File: src/rtl/mcgf_pkg.sv
// ----------------------------------------------------------------------------
// mcgf_pkg
// shared types and constants of the mouse chord gesture filter
// ----------------------------------------------------------------------------
package mcgf_pkg;

  localparam int HOLD_DEPTH = 32;
  localparam int HOLD_AW    = $clog2(HOLD_DEPTH);
  localparam int CNT_W      = $clog2(HOLD_DEPTH + 1);
  localparam int HOLD_W     = 47;
  localparam int OUT_DW     = 96;
  localparam int IN_DW      = 48;

  localparam logic [4:0] EV_KEY       = 5'd1;
  localparam logic [4:0] EV_REL       = 5'd2;
  localparam logic [9:0] CODE_LBUTTON = 10'h110;
  localparam logic [9:0] CODE_RBUTTON = 10'h111;
  localparam logic [9:0] REL_X        = 10'h000;

  localparam logic [15:0] WINDOW_RST = 16'd35;
  localparam logic [15:0] GAIN_RST   = 16'd256;
  localparam logic [15:0] STEP_RST   = 16'd500;
  localparam logic [15:0] GAP_RST    = 16'd120;
  localparam logic [15:0] SINCE_MAX  = 16'hFFFF;

  localparam logic [2:0] REG_CHORD_WINDOW = 3'd0;
  localparam logic [2:0] REG_SWIPE_GAIN   = 3'd1;
  localparam logic [2:0] REG_MOVE_STEP    = 3'd2;
  localparam logic [2:0] REG_MOVE_INVERT  = 3'd3;
  localparam logic [2:0] REG_MOVE_GAP     = 3'd4;

  typedef enum logic [2:0] {
    MODE_NORMAL  = 3'd0,
    MODE_PENDING = 3'd1,
    MODE_GESTURE = 3'd2,
    MODE_DRAIN   = 3'd3,
    MODE_WMOVE   = 3'd4
  } mode_e;

  typedef enum logic [2:0] {
    KIND_PASS   = 3'd0,
    KIND_TBEGIN = 3'd1,
    KIND_TMOVE  = 3'd2,
    KIND_TEND   = 3'd3,
    KIND_JUMP   = 3'd4
  } kind_e;

  typedef enum logic [2:0] {
    ST_IDLE,
    ST_EVAL,
    ST_READ,
    ST_REPLAY,
    ST_TAIL
  } state_e;

  typedef struct packed {
    logic live;
    logic tbegin;
    logic jump;
    logic tmove;
    logic tend;
  } tail_t;

endpackage

File: src/rtl/mouse_chord_gesture_filter_unit.sv
// ----------------------------------------------------------------------------
// mouse_chord_gesture_filter_unit
// filters mouse events into pass, touchpad gesture and window-jump results
// ----------------------------------------------------------------------------
// One input transaction (an event or a millisecond tick) is taken into the
// block and evaluated in the following cycle. Events held while a press is
// pending sit in a one-port hold memory of 32 entries; each replayed entry
// takes a memory read, then the load of the output register, and every other
// result is loaded into the output register directly. The next transaction is
// accepted as soon as the final result of the current one sits in the output
// register, while that result still waits.
module mouse_chord_gesture_filter_unit (
  input  logic                         clk_i,
  input  logic                         rst_ni,
  input  logic                         s_axis_tvalid_i,
  output logic                         s_axis_tready_o,
  // event_type, event_code, event_value, modifier_held
  input  logic [mcgf_pkg::IN_DW-1:0]   s_axis_tdata_i,
  // command
  input  logic                         s_axis_tuser_i,
  output logic                         m_axis_tvalid_o,
  input  logic                         m_axis_tready_i,
  // out_type, out_code, out_value, touch_delta, jump_right
  output logic [mcgf_pkg::OUT_DW-1:0]  m_axis_tdata_o,
  // result_kind
  output logic [2:0]                   m_axis_tuser_o,
  output logic                         m_axis_tlast_o,
  input  logic                         psel_i,
  input  logic                         penable_i,
  input  logic                         pwrite_i,
  input  logic [4:0]                   paddr_i,
  input  logic [31:0]                  pwdata_i,
  output logic [31:0]                  prdata_o,
  output logic                         pready_o
);

  localparam int AW = mcgf_pkg::HOLD_AW;
  localparam int CW = mcgf_pkg::CNT_W;
  localparam int HW = mcgf_pkg::HOLD_W;
  localparam int DW = mcgf_pkg::OUT_DW;

  // configuration
  logic [15:0] cfg_window_q, cfg_gain_q, cfg_step_q, cfg_gap_q;
  logic        cfg_invert_q;
  logic        cfg_wr;

  // input transaction
  logic              cmd_q, mod_q;
  logic [4:0]        type_q;
  logic [9:0]        code_q;
  logic signed [31:0] value_q;

  // filter state
  mcgf_pkg::mode_e   mode_q, mode_d;
  logic              left_q, left_d, right_q, right_d;
  logic [CW-1:0]     count_q, count_d;
  logic [15:0]       window_q, window_d;
  logic signed [16:0] sum_q, sum_d;
  logic [15:0]       since_q, since_d;

  // result sequencing
  mcgf_pkg::state_e  state_q, state_d;
  logic [CW-1:0]     rpl_n_q, rpl_n_d, rpl_idx_q;
  mcgf_pkg::tail_t   tail_q, tail_d, tail_next;
  logic signed [47:0] delta_q, delta_d;
  logic              jdir_q, jdir_d;

  // hold memory
  logic [HW-1:0]     hold_mem [mcgf_pkg::HOLD_DEPTH];
  logic [HW-1:0]     rd_data_q, mem_wd;
  logic              mem_we;
  logic [AW-1:0]     mem_wa;

  // output register
  logic              m_valid_q, m_last_q;
  logic [2:0]        m_kind_q;
  logic [DW-1:0]     m_data_q;

  // control
  logic              eval_en, rd_en, slot_free, rpl_emit, tail_emit, rpl_done;
  logic [2:0]        tail_kind;
  logic [DW-1:0]     tail_data;

  // ---------------------------------------------------------------- config
  assign pready_o = 1'b1;
  assign cfg_wr   = psel_i & penable_i & pwrite_i;

  always_ff @(posedge clk_i or negedge rst_ni) begin
    if (!rst_ni) begin
      cfg_window_q <= mcgf_pkg::WINDOW_RST;
      cfg_gain_q   <= mcgf_pkg::GAIN_RST;
      cfg_step_q   <= mcgf_pkg::STEP_RST;
      cfg_invert_q <= 1'b0;
      cfg_gap_q    <= mcgf_pkg::GAP_RST;
    end else if (cfg_wr) begin
      unique case (paddr_i[4:2])
        mcgf_pkg::REG_CHORD_WINDOW: cfg_window_q <= pwdata_i[15:0];
        mcgf_pkg::REG_SWIPE_GAIN:   cfg_gain_q   <= pwdata_i[15:0];
        mcgf_pkg::REG_MOVE_STEP:    cfg_step_q   <= pwdata_i[15:0];
        mcgf_pkg::REG_MOVE_INVERT:  cfg_invert_q <= pwdata_i[0];
        mcgf_pkg::REG_MOVE_GAP:     cfg_gap_q    <= pwdata_i[15:0];
        default: ;
      endcase
    end
  end

  always_comb begin
    unique case (paddr_i[4:2])
      mcgf_pkg::REG_CHORD_WINDOW: prdata_o = {16'd0, cfg_window_q};
      mcgf_pkg::REG_SWIPE_GAIN:   prdata_o = {16'd0, cfg_gain_q};
      mcgf_pkg::REG_MOVE_STEP:    prdata_o = {16'd0, cfg_step_q};
      mcgf_pkg::REG_MOVE_INVERT:  prdata_o = {31'd0, cfg_invert_q};
      mcgf_pkg::REG_MOVE_GAP:     prdata_o = {16'd0, cfg_gap_q};
      default:                    prdata_o = 32'd0;
    endcase
  end

  // ---------------------------------------------------------------- control
  assign slot_free = !m_valid_q || m_axis_tready_i;
  assign rpl_done  = (CW'(rpl_idx_q + 1'b1) == rpl_n_q);

  always_comb begin
    state_d = state_q;
    unique case (state_q)
      mcgf_pkg::ST_IDLE:   if (s_axis_tvalid_i) state_d = mcgf_pkg::ST_EVAL;
      mcgf_pkg::ST_EVAL: begin
        if (rpl_n_d != '0)      state_d = mcgf_pkg::ST_READ;
        else if (tail_d != '0)  state_d = mcgf_pkg::ST_TAIL;
        else                    state_d = mcgf_pkg::ST_IDLE;
      end
      mcgf_pkg::ST_READ:   state_d = mcgf_pkg::ST_REPLAY;
      mcgf_pkg::ST_REPLAY: begin
        if (slot_free) begin
          if (!rpl_done)          state_d = mcgf_pkg::ST_READ;
          else if (tail_q != '0)  state_d = mcgf_pkg::ST_TAIL;
          else                    state_d = mcgf_pkg::ST_IDLE;
        end
      end
      mcgf_pkg::ST_TAIL:   if (slot_free && tail_next == '0) state_d = mcgf_pkg::ST_IDLE;
      default:             state_d = mcgf_pkg::ST_IDLE;
    endcase
  end

  always_comb begin
    s_axis_tready_o = (state_q == mcgf_pkg::ST_IDLE);
    eval_en         = (state_q == mcgf_pkg::ST_EVAL);
    rd_en           = (state_q == mcgf_pkg::ST_READ);
    rpl_emit        = (state_q == mcgf_pkg::ST_REPLAY) && slot_free;
    tail_emit       = (state_q == mcgf_pkg::ST_TAIL) && slot_free;
  end

  // tail results in emission order
  always_comb begin
    tail_next = tail_q;
    tail_kind = mcgf_pkg::KIND_PASS;
    tail_data = '0;
    priority if (tail_q.live) begin
      tail_next.live = 1'b0;
      tail_kind      = mcgf_pkg::KIND_PASS;
      tail_data      = {49'd0, value_q, code_q, type_q};
    end else if (tail_q.tbegin) begin
      tail_next.tbegin = 1'b0;
      tail_kind        = mcgf_pkg::KIND_TBEGIN;
    end else if (tail_q.jump) begin
      tail_next.jump = 1'b0;
      tail_kind      = mcgf_pkg::KIND_JUMP;
      tail_data      = {jdir_q, 95'd0};
    end else if (tail_q.tmove) begin
      tail_next.tmove = 1'b0;
      tail_kind       = mcgf_pkg::KIND_TMOVE;
      tail_data       = {1'b0, delta_q, 47'd0};
    end else if (tail_q.tend) begin
      tail_next.tend = 1'b0;
      tail_kind      = mcgf_pkg::KIND_TEND;
    end else begin
      tail_next = tail_q;
    end
  end

  // ---------------------------------------------------------------- evaluate
  logic               is_btn, is_x, is_left, is_right, chord_was, chord_is;
  logic signed [33:0] val_ext, sum_new, step_ext;
  logic               over_step;

  always_comb begin
    is_left   = (type_q == mcgf_pkg::EV_KEY) && (code_q == mcgf_pkg::CODE_LBUTTON);
    is_right  = (type_q == mcgf_pkg::EV_KEY) && (code_q == mcgf_pkg::CODE_RBUTTON);
    is_btn    = is_left || is_right;
    is_x      = (type_q == mcgf_pkg::EV_REL) && (code_q == mcgf_pkg::REL_X);
    val_ext   = {{2{value_q[31]}}, value_q};
    step_ext  = {18'd0, cfg_step_q};
    sum_new   = {{17{sum_q[16]}}, sum_q} + (cfg_invert_q ? -val_ext : val_ext);
    over_step = (sum_new >= step_ext) || (sum_new <= -step_ext);
    delta_d   = value_q * $signed({1'b0, cfg_gain_q});

    mode_d    = mode_q;
    left_d    = left_q;
    right_d   = right_q;
    count_d   = count_q;
    window_d  = window_q;
    sum_d     = sum_q;
    since_d   = since_q;
    rpl_n_d   = '0;
    tail_d    = '0;
    jdir_d    = jdir_q;
    mem_we    = 1'b0;
    mem_wa    = count_q[AW-1:0];
    mem_wd    = {value_q, code_q, type_q};
    chord_was = left_q && right_q;
    chord_is  = chord_was;

    if (cmd_q) begin
      if (since_q != mcgf_pkg::SINCE_MAX) since_d = since_q + 16'd1;
      if (mode_q == mcgf_pkg::MODE_PENDING) begin
        if (window_q <= 16'd1) begin
          window_d = '0;
          rpl_n_d  = count_q;
          count_d  = '0;
          mode_d   = mcgf_pkg::MODE_NORMAL;
        end else begin
          window_d = window_q - 16'd1;
        end
      end
    end else begin
      if (is_left)  left_d  = (value_q != 32'sd0);
      if (is_right) right_d = (value_q != 32'sd0);
      chord_is = left_d && right_d;
      unique case (mode_q)
        mcgf_pkg::MODE_PENDING: begin
          if (!chord_was && chord_is) begin
            count_d  = '0;
            window_d = '0;
            if (mod_q) begin
              mode_d  = mcgf_pkg::MODE_WMOVE;
              sum_d   = '0;
              since_d = mcgf_pkg::SINCE_MAX;
            end else begin
              mode_d        = mcgf_pkg::MODE_GESTURE;
              tail_d.tbegin = 1'b1;
            end
          end else if (is_btn && value_q == 32'sd0) begin
            window_d    = '0;
            rpl_n_d     = count_q;
            tail_d.live = 1'b1;
            count_d     = '0;
            mode_d      = mcgf_pkg::MODE_NORMAL;
          end else if (count_q == CW'(mcgf_pkg::HOLD_DEPTH)) begin
            rpl_n_d     = count_q;
            tail_d.live = 1'b1;
            count_d     = '0;
          end else begin
            mem_we  = 1'b1;
            count_d = CW'(count_q + 1'b1);
          end
        end
        mcgf_pkg::MODE_GESTURE: begin
          tail_d.tmove = is_x;
          if (!chord_is) begin
            tail_d.tend = 1'b1;
            mode_d      = mcgf_pkg::MODE_DRAIN;
          end
        end
        mcgf_pkg::MODE_WMOVE: begin
          if (is_x) begin
            if (over_step) begin
              if (since_q >= cfg_gap_q) begin
                tail_d.jump = 1'b1;
                jdir_d      = (sum_new > 34'sd0);
                since_d     = '0;
              end
              sum_d = '0;
            end else begin
              sum_d = 17'(sum_new);
            end
          end
          if (!chord_is) mode_d = mcgf_pkg::MODE_DRAIN;
        end
        mcgf_pkg::MODE_DRAIN: begin
          if (!left_d && !right_d) mode_d = mcgf_pkg::MODE_NORMAL;
        end
        default: begin
          mode_d = mcgf_pkg::MODE_NORMAL;
          if (is_btn && value_q == 32'sd1) begin
            mode_d   = mcgf_pkg::MODE_PENDING;
            mem_we   = 1'b1;
            mem_wa   = '0;
            count_d  = CW'(1);
            window_d = cfg_window_q;
          end else begin
            tail_d.live = 1'b1;
          end
        end
      endcase
    end
  end

  // ---------------------------------------------------------------- registers
  always_ff @(posedge clk_i or negedge rst_ni) begin
    if (!rst_ni) begin
      state_q   <= mcgf_pkg::ST_IDLE;
      mode_q    <= mcgf_pkg::MODE_NORMAL;
      left_q    <= 1'b0;
      right_q   <= 1'b0;
      count_q   <= '0;
      window_q  <= '0;
      sum_q     <= '0;
      since_q   <= mcgf_pkg::SINCE_MAX;
      rpl_n_q   <= '0;
      rpl_idx_q <= '0;
      tail_q    <= '0;
      m_valid_q <= 1'b0;
    end else begin
      state_q <= state_d;
      if (eval_en) begin
        mode_q    <= mode_d;
        left_q    <= left_d;
        right_q   <= right_d;
        count_q   <= count_d;
        window_q  <= window_d;
        sum_q     <= sum_d;
        since_q   <= since_d;
        rpl_n_q   <= rpl_n_d;
        rpl_idx_q <= '0;
        tail_q    <= tail_d;
      end else if (rpl_emit) begin
        rpl_idx_q <= CW'(rpl_idx_q + 1'b1);
      end else if (tail_emit) begin
        tail_q <= tail_next;
      end
      if (rpl_emit || tail_emit) m_valid_q <= 1'b1;
      else if (m_axis_tready_i)  m_valid_q <= 1'b0;
    end
  end

  always_ff @(posedge clk_i) begin
    if (s_axis_tvalid_i && s_axis_tready_o) begin
      cmd_q   <= s_axis_tuser_i;
      type_q  <= s_axis_tdata_i[4:0];
      code_q  <= s_axis_tdata_i[14:5];
      value_q <= s_axis_tdata_i[46:15];
      mod_q   <= s_axis_tdata_i[47];
    end
    if (eval_en) begin
      delta_q <= delta_d;
      jdir_q  <= jdir_d;
    end
    if (rpl_emit) begin
      m_kind_q <= mcgf_pkg::KIND_PASS;
      m_data_q <= {49'd0, rd_data_q};
      m_last_q <= rpl_done && (tail_q == '0);
    end else if (tail_emit) begin
      m_kind_q <= tail_kind;
      m_data_q <= tail_data;
      m_last_q <= (tail_next == '0);
    end
  end

  // hold memory, one write or one read per cycle
  always_ff @(posedge clk_i) begin
    if (eval_en && mem_we) hold_mem[mem_wa] <= mem_wd;
    if (rd_en) rd_data_q <= hold_mem[rpl_idx_q[AW-1:0]];
  end

  assign m_axis_tvalid_o = m_valid_q;
  assign m_axis_tdata_o  = m_data_q;
  assign m_axis_tuser_o  = m_kind_q;
  assign m_axis_tlast_o  = m_last_q;

endmodule

File: config.mk
export PLATFORM = sky130hd
export DESIGN_NAME = mouse_chord_gesture_filter_unit
export DESIGN_NICKNAME = d
export VERILOG_FILES = /design/src/rtl/mcgf_pkg.sv /design/src/rtl/mouse_chord_gesture_filter_unit.sv
export SDC_FILE = /design/constraint.sdc
export NUM_CORES = 2
export LEC_CHECK = 0
export BUFFER_PORTS_ARGS = -buffer_cell sky130_fd_sc_hd__buf_2
export CAP_MARGIN = 10
export CORE_MARGIN = 4
export CORE_UTILIZATION = 50
export DETAILED_ROUTE_END_ITERATION = 7
export GPL_TIMING_DRIVEN = 0
export MAX_ROUTING_LAYER = met4
export PLACE_DENSITY = 0.66
export SYNTH_ARGS = -nofsm -noshare
export SYNTH_HDL_FRONTEND = slang
export SYNTH_SLANG_ARGS = --single-unit
export TNS_END_PERCENT = 100
File: constraint.sdc
create_clock -name clk_i -period 19.36 [get_ports clk_i]
set_input_delay 1.936 -clock clk_i [delete_from_list [all_inputs] [get_ports clk_i]]
set_output_delay 1.936 -clock clk_i [all_outputs]
set_load 0.01 [all_outputs]
# Yosys cells after proc, flatten, opt, wreduce, memory -nomap -nowiden

Memory sizes are Yosys's and may differ from the RTL's. A register that Yosys moved wholly into a read port is not among the register bits.
Cells that the tools add are included.

Bits of input ports: 93
Logic and storage cells: 254
Flip-flop bits (word level): 344
Memories: 1
Memory bits (writable): 1504
Output and inout bits: 135

Memories:

| memory   | words | width | rd ports | clocked after Yosys merged registers in | wr ports | RTL line                              | text |
|---|---|---|---|---|---|---|---|
| hold_mem | 32    | 47    | 1        | 1                                       | 1        | mouse_chord_gesture_filter_unit.sv:69 | `logic [HW-1:0] hold_mem [mcgf_pkg::HOLD_DEPTH];` |

$lt $le $gt $ge: 5
Muxes and demuxes: 109
Equal/unequal tests: 39
Bitwise gates (word level): 3
Multipliers: 1
Add/subtract/negate cells: 7
Reductions and logical operators: 57

Operator list:

| kind                                                 | number |
|---|---|
| two-way mux 96 bit                                   | 3 |
| two-way mux 16 bit                                   | 13 |
| two-way mux 6 bit                                    | 16 |
| two-way mux 95 bit                                   | 1 |
| two-way mux 47 bit                                   | 2 |
| case mux 16 bit (5 select lines)                     | 1 |
| two-way mux 17 bit                                   | 4 |
| case mux 16 bit (2 select lines)                     | 2 |
| two-way mux 3 bit                                    | 19 |
| multiplier 32 x 17 -> 48 bit                         | 1 |
| two-way mux 5 bit                                    | 7 |
| adder 34 bit                                         | 1 |
| >= comparator 34 x 17 -> 1 bit                       | 1 |
| > comparator 34 x 1 -> 1 bit, second input constant  | 1 |
| less-or-equal comparator 34 bit                      | 1 |
| two-way mux 34 bit                                   | 1 |
| negation 16 -> 34 bit                                | 1 |
| negation 34 bit                                      | 1 |
| case mux 17 bit (2 select lines)                     | 1 |
| equality test 32 x 2 -> 1 bit, second input constant | 1 |
| zero test 32 bit                                     | 1 |
| nonzero test 32 bit                                  | 1 |
| two-way mux 1 bit                                    | 29 |
| equality test 10 x 9 -> 1 bit, second input constant | 2 |
| 44 further kinds                                     | 110 |

# Logic depth before layout (Yosys ltp)

Word-level depth: 13
Mapped depth: 29
Gate-level depth less buffers: 27

# Least setup slack after synthesis

Ideal clock, no wire load.

Kind: flip-flop to flip-flop
From: reg value_q[21]
To: reg delta_q[47], data pin
Arrival: 7.183 ns
Path buffers: 2
Setup slack: 11.917 ns
Stages on the path, launching flop included: 25
Clock period less this slack: 7.443 ns
Data required time: 19.100 ns
Library setup time: 0.260 ns
Cells stage by stage: edfxtp_1 -> clkbuf_1 -> buf_1 -> nand2_1 -> fa_1 -> inv_1 -> fa_1 -> inv_1 -> fa_1 -> fa_1 -> fa_1 -> inv_1 -> fa_1 -> ha_1 -> o21ai_0 -> a2111o_1 -> nor4bb_1 -> o311a_1 -> o31ai_1 -> o31a_1 -> o22ai_1 -> a311oi_1 -> o41ai_1 -> a21oi_1 -> xnor2_1

Longest elaborated chain between the ends: 1

RTL lines:

| element                      | RTL line                               | text |
|---|---|---|
| start: declaration           | mouse_chord_gesture_filter_unit.sv:51  | `logic signed [31:0] value_q;` |
| start signal: assignment     | mouse_chord_gesture_filter_unit.sv:340 | `value_q <= s_axis_tdata_i[46:15];` |
| multiplier 32 x 17 -> 48 bit | mouse_chord_gesture_filter_unit.sv:194 | `delta_d = value_q * $signed({1'b0, cfg_gain_q});` |
| via delta_d[47]              | mouse_chord_gesture_filter_unit.sv:65  | `logic signed [47:0] delta_q, delta_d;` |
| end signal: assignment       | mouse_chord_gesture_filter_unit.sv:344 | `delta_q <= delta_d;` |
| end: declaration             | mouse_chord_gesture_filter_unit.sv:65  |  |

The timed path passes the listed nets, and every way through them passes these cells.
A chain may end at the register's enable or synchronous reset.

# Worst setup path in the final report

From: reg value_q[10]
To: reg jdir_q, enable pin

Longest elaborated chain between the ends: 6
Elaborated cells between the ends (all ways): 7
Classes of those cells: add/sub: 2; order compare: 2; mux: 1; reduce/logical: 2

RTL lines:

| element                                                                           | RTL line                               | text |
|---|---|---|
| negation 34 bit                                                                   | mouse_chord_gesture_filter_unit.sv:192 | `sum_new = {{17{sum_q[16]}}, sum_q} + (cfg_invert_q ? -val_ext : val_ext);` |
| two-way mux 34 bit (*)                                                            | mouse_chord_gesture_filter_unit.sv:192 |  |
| adder 34 bit (*)                                                                  | mouse_chord_gesture_filter_unit.sv:192 |  |
| >= comparator 34 x 17 -> 1 bit or less-or-equal comparator 34 bit (tied branches) | mouse_chord_gesture_filter_unit.sv:193 | `over_step = (sum_new >= step_ext) \|\| (sum_new <= -step_ext);` |
| logical OR 1 bit (*)                                                              | mouse_chord_gesture_filter_unit.sv:193 |  |
| AND reduction 6 bit (no line) (*)                                                 | -                                      |  |
| end signal: assignment                                                            | mouse_chord_gesture_filter_unit.sv:345 | `jdir_q <= jdir_d;` |
| end: declaration                                                                  | mouse_chord_gesture_filter_unit.sv:66  | `logic jdir_q, jdir_d;` |

Mark *: on every way between the ends. The rest lies on a longest branch, timed or not.

==> impl_summary.md <==
Synth
By area the synthesized netlist is led by sky130_fd_sc_hd__edfxtp_1 54%, sky130_fd_sc_hd__mux4_2 11%, sky130_fd_sc_hd__fa_1 10%. The proportion of register bits with asynchronous set or reset after synthesis is 7.70%. The number of library cell types mapped by synthesis is 94. For this run, the register share of the synthesized area comes to between 50% and 60%. Synthesis handed over a netlist of roughly 6,000 instances.

Summing the areas of all and, or, nand and nor instances in the mapped netlist gives roughly 6.5% of the synthesized area. The most used flip-flop cell after synthesis is sky130_fd_sc_hd__edfxtp_1. The area share of the largest cell type after synthesis is about 54%. After synthesis the netlist holds a flip-flop and latch count of ~1,900. The combined area of all synthesized cells is 0.0950 sq mm. The number of warnings issued by yosys is 0. The multiplexer share of the synthesized area is 12.4%. The synthesized netlist devotes about 4.2% of its cell area to compound gates.

Of the total synthesized cell area, the portion taken by full adders, half adders and majority gates is between 10% and 20%. The library cell occupying the most area in the post-synthesis netlist is sky130_fd_sc_hd__edfxtp_1. By area, the combinational part of the netlist is dominated by adder cells. The average instance in the mapped netlist occupies roughly 15 sq um.

Counting flops with a built-in enable in the synthesized netlist gives between 1,500 and 2,000. Of the total synthesized cell area, the portion taken by XOR and XNOR cells is between 1 and 1.5%.

Timing
At the pin with the least slew margin, the transition time is roughly 1.4 ns. The timing-limited maximum frequency is 0.100 GHz. The portion of the clock cycle consumed by the worst path in the final layout is 51.6%. For the finished layout, the period the worst path requires is 9.98 ns.

The number of pins with negative max-slew slack in the final report is 0. Setup repair after global routing left no endpoint under its margin. Setup total negative slack on the finished layout was measured at 0 ns. The worst hold slack is between 0.4 and 0.5 ns.

The final setup violation count is 0. The final-report hold violation count is 0. The clock arrives with 0.0968 ns of skew. The relative slew slack is between 6 and 7%.

Cells and area
The multi-input combinational cells in the finished layout cover a total of ~0.036 sq mm. The area growth from synthesis to layout is 13.4%. The layout has around 14,000 filler cells.

Summing all flip-flop and latch instances after layout gives ~0.056 sq mm. The fraction of final layout cells sized beyond drive strength 1 is roughly 18%. The final layout net count is approximately 7,500.

Worst setup path
The worst setup path is launched from a flop. The standard cell with the maximum stage delay on the critical path is sky130_fd_sc_hd__nor4_1. STA classifies the critical path endpoint as a flop. The count of buffer and inverter cells on the critical path is 2. In this run the worst path has a maximum fanout of 33.

The cell depth of the worst flop-to-flop path is 26. The arrival time of data at the critical path endpoint is about 10 ns. STA puts the critical path data required time at approximately 20 ns. The kind of critical path is reg2reg. The endpoint identified for the worst register-to-register timing path is jdir_q. Grouping stages by cell kind, the critical path spends the most delay in compound AO/OA/AOI/OAI gates. The startpoint of the worst-slack reg-to-reg timing path is value_q[10]. The peak per-stage delay on the critical path is ~0.86 ns. The slack of the worst reg-to-reg path is roughly 9.4 ns.

CTS
The number of clock buffers added by TritonCTS is 187. For this design, the sink count on the clock tree is around 1,900. The insertion delay to the later sink of the worst-skew pair is between 0.8 and 0.9 ns. Once the clock tree was built, the setup fixing pass inserted 0 buffers.

The hold buffer count at CTS is 0. The H-tree depth is 4. The maximum root-to-sink buffer count is 3. Gates resized during post-CTS repair numbered 0. The CTS tree is yes. The clock-pin transition on the worst setup and hold timing paths is 0.06 ns. The buffer type at the clock tree root is sky130_fd_sc_hd__clkbuf_16.

Routing
The number of DRC violations after detailed routing is 0. The first routing iteration left 5,741 violations. The number of optimization iterations in the first detailed-route pass is 6. Once detail routing completed, the nets flagged for antenna violations numbered 0. The total routed wirelength is 262,000 um. After detailed routing, the number of vias per cell comes to approximately 5.9. The via count of the routed design is between 50,000 and 60,000. After detailed routing, the average wire length per cell comes to between 20 and 30 um.

GRT
In the global route stage, overall resource usage came out at approximately 28%. The number of global-route vias before repair came to 57,353. The global-route wire length before repair is around 390,000 um. The number of antenna violations at the first check in global routing is 12. After global routing the overflow that remains totals 0. The pin count of the biggest net entering global routing is 100.

Place
The congestion estimate from routability-driven global placement came to roughly 0.94. The count of buffers added on input and output ports is around 190. The HPWL reported at the end of detailed placement is between 150,000 and 200,000 um.

Power
Across the VDD grid, the largest voltage drop is ~330 uV. In this run the power density over the cells is about 160 mW/mm^2. The analysis attributes to cell leakage a power of 38.4 nW.

Floorplan
The die is between 400 and 500 um wide. The initialized floorplan defines 159 standard-cell rows. In this run the count of I/O pins placed on the die edge is roughly 230.

The area of the die is about 0.2 sq mm. The initial utilization of the core area, before any placement, comes to about half. The die height is between 400 and 500 um. The area of the core region is around 0.19 sq mm.

Min path
Counting instances, the worst hold path has a depth of 1. The worst hold path belongs to the class reg2reg. The end point of the most critical hold path is m_axis_tdata_o[57]. The worst hold path begins at delta_q[10].

Flow run
The tool flagged a number of max-cap violations equal to 0.

Outcome
The run finished with clean final reports.
layout make-up:
cell class | count | area share (%)
Clock buffer | 249 | 4.64
Timing Repair Buffer | 327 | 3.07
Inverter | 615 | 2.14
Buffer | 342 | 1.27
Sequential cell | 1895 | 51.7
Multi-Input combinational cell | 3339 | 33.3
Clock inverter | 100 | 0.945
Antenna cell | 7 | 0.0163
Tap cell | 2495 | 2.90
stage by stage:
step	utilization (%)	power, mW	std cells	cell area (sq um)	setup WS, ns
2_1_floorplan	-	11.4	6191	95000	11.92
3_3_place_gp	52.6	13.1	8878	99100	6.10
3_5_place_dp	53.7	13.3	8990	101000	9.40
4_1_cts	56.9	16.9	9339	107000	9.28
5_1_grt	57.2	18.2	9364	108000	8.74
6_report	57.2	16.8	9369	108000	9.38
sequential cells by signal (all words and copies together), names as in the netlist, 17 cells and up:
signal and cells:
sum_q 17, rd_data_q 47, delta_q 48, hold_mem 1504, m_axis_tdata_o 96, value_q 32
layer usage:
layer	wire, um	global-route usage, %	share of wire, %	vias up
met4	11000	10.0	4.2	0
met5	0	-	0	-
met1	101000	35.3	39	28934
met3	19600	4.47	7.5	478
met2	130000	45.4	50	2366
li1	-	-	-	23631
where the power goes:
part | internal, mW | leakage (nW) | switching, mW | total (mW)
Clock | 1.95 | 2.89 | 1.60 | 3.55
Combinational | 3.45 | 17.9 | 4.64 | 8.08
Sequential | 5.04 | 17.6 | 0.134 | 5.17
cell families after synthesis:
group	after synthesis
compound gates	598
xor+xnor	136
fa+ha+maj	707
buf+inv	957
flops	1895
mux	574
other cells	2
simple gates	1307
worst max-delay path by stage:
stage	startpoint	end	slack, ns	cells after the start
global placement	value_q[10]	hold_mem[11][44]	6.10	10
CTS	value_q[10]	jdir_q	9.28	26
detailed placement	value_q[10]	jdir_q	9.40	26
finish	value_q[10]	jdir_q	9.38	26
floorplan	value_q[21]	delta_q[47]	11.92	24
global route	value_q[10]	jdir_q	8.74	26
Yosys cell counts, types with 7 or more instances:
cell                          n
sky130_fd_sc_hd__edfxtp_1  1697
sky130_fd_sc_hd__inv_1      615
sky130_fd_sc_hd__nand2_1    596
sky130_fd_sc_hd__fa_1       485
sky130_fd_sc_hd__mux4_2     471
sky130_fd_sc_hd__clkbuf_1   275
sky130_fd_sc_hd__ha_1       221
sky130_fd_sc_hd__and2_1     212
sky130_fd_sc_hd__o21ai_0    176
sky130_fd_sc_hd__nor2_1     160
sky130_fd_sc_hd__a21oi_1    121
sky130_fd_sc_hd__dfrtp_1    116
sky130_fd_sc_hd__nand3_1    106
sky130_fd_sc_hd__xnor2_1    106
sky130_fd_sc_hd__mux2_2      85
sky130_fd_sc_hd__a22o_1      67
sky130_fd_sc_hd__nor3_1      59
sky130_fd_sc_hd__dfxtp_1     52
sky130_fd_sc_hd__buf_1       46
sky130_fd_sc_hd__a21o_1      41
sky130_fd_sc_hd__nand2b_1    34
sky130_fd_sc_hd__dfstp_2     30
sky130_fd_sc_hd__xor2_1      29
sky130_fd_sc_hd__o31ai_1     27
sky130_fd_sc_hd__nand4_1     23
sky130_fd_sc_hd__a211oi_1    21
sky130_fd_sc_hd__nor2b_1     20
sky130_fd_sc_hd__buf_4       18
sky130_fd_sc_hd__mux2i_1     18
sky130_fd_sc_hd__or3_1       18
sky130_fd_sc_hd__nor4_1      17
sky130_fd_sc_hd__or4_1       16
sky130_fd_sc_hd__and3_1      15
sky130_fd_sc_hd__o21a_1      15
sky130_fd_sc_hd__o211ai_1    13
sky130_fd_sc_hd__a31oi_1     10
sky130_fd_sc_hd__a32oi_1      9
sky130_fd_sc_hd__o21ai_1      8
sky130_fd_sc_hd__o21bai_1     8
sky130_fd_sc_hd__o41ai_1      7
layout by cell type (no fill, tap or decap), types with 25 or more instances in the layout:
cell                           n
sky130_fd_sc_hd__a22o_1       67
sky130_fd_sc_hd__a21oi_1     121
sky130_fd_sc_hd__edfxtp_1   1697
sky130_fd_sc_hd__fa_1        485
sky130_fd_sc_hd__nor2_4       25
sky130_fd_sc_hd__buf_12       51
sky130_fd_sc_hd__buf_1        45
sky130_fd_sc_hd__and2_1      211
sky130_fd_sc_hd__xnor2_1     106
sky130_fd_sc_hd__clkinv_1     32
sky130_fd_sc_hd__ha_1        221
sky130_fd_sc_hd__dfxtp_1      52
sky130_fd_sc_hd__buf_2       194
sky130_fd_sc_hd__dfstp_2      30
sky130_fd_sc_hd__nor2_1      135
sky130_fd_sc_hd__o31ai_1      27
sky130_fd_sc_hd__buf_6        42
sky130_fd_sc_hd__nand2b_1     34
sky130_fd_sc_hd__clkbuf_1    327
sky130_fd_sc_hd__nand3_1     106
sky130_fd_sc_hd__clkinv_2     32
sky130_fd_sc_hd__o21ai_0     176
sky130_fd_sc_hd__mux2_2       85
sky130_fd_sc_hd__dfrtp_1     116
sky130_fd_sc_hd__xor2_1       29
sky130_fd_sc_hd__a21o_1       41
sky130_fd_sc_hd__nor3_1       51
sky130_fd_sc_hd__nand2_1     596
sky130_fd_sc_hd__clkbuf_16   188
sky130_fd_sc_hd__mux4_2      471
sky130_fd_sc_hd__inv_1       614
Power figures use the tool's default switching activity.
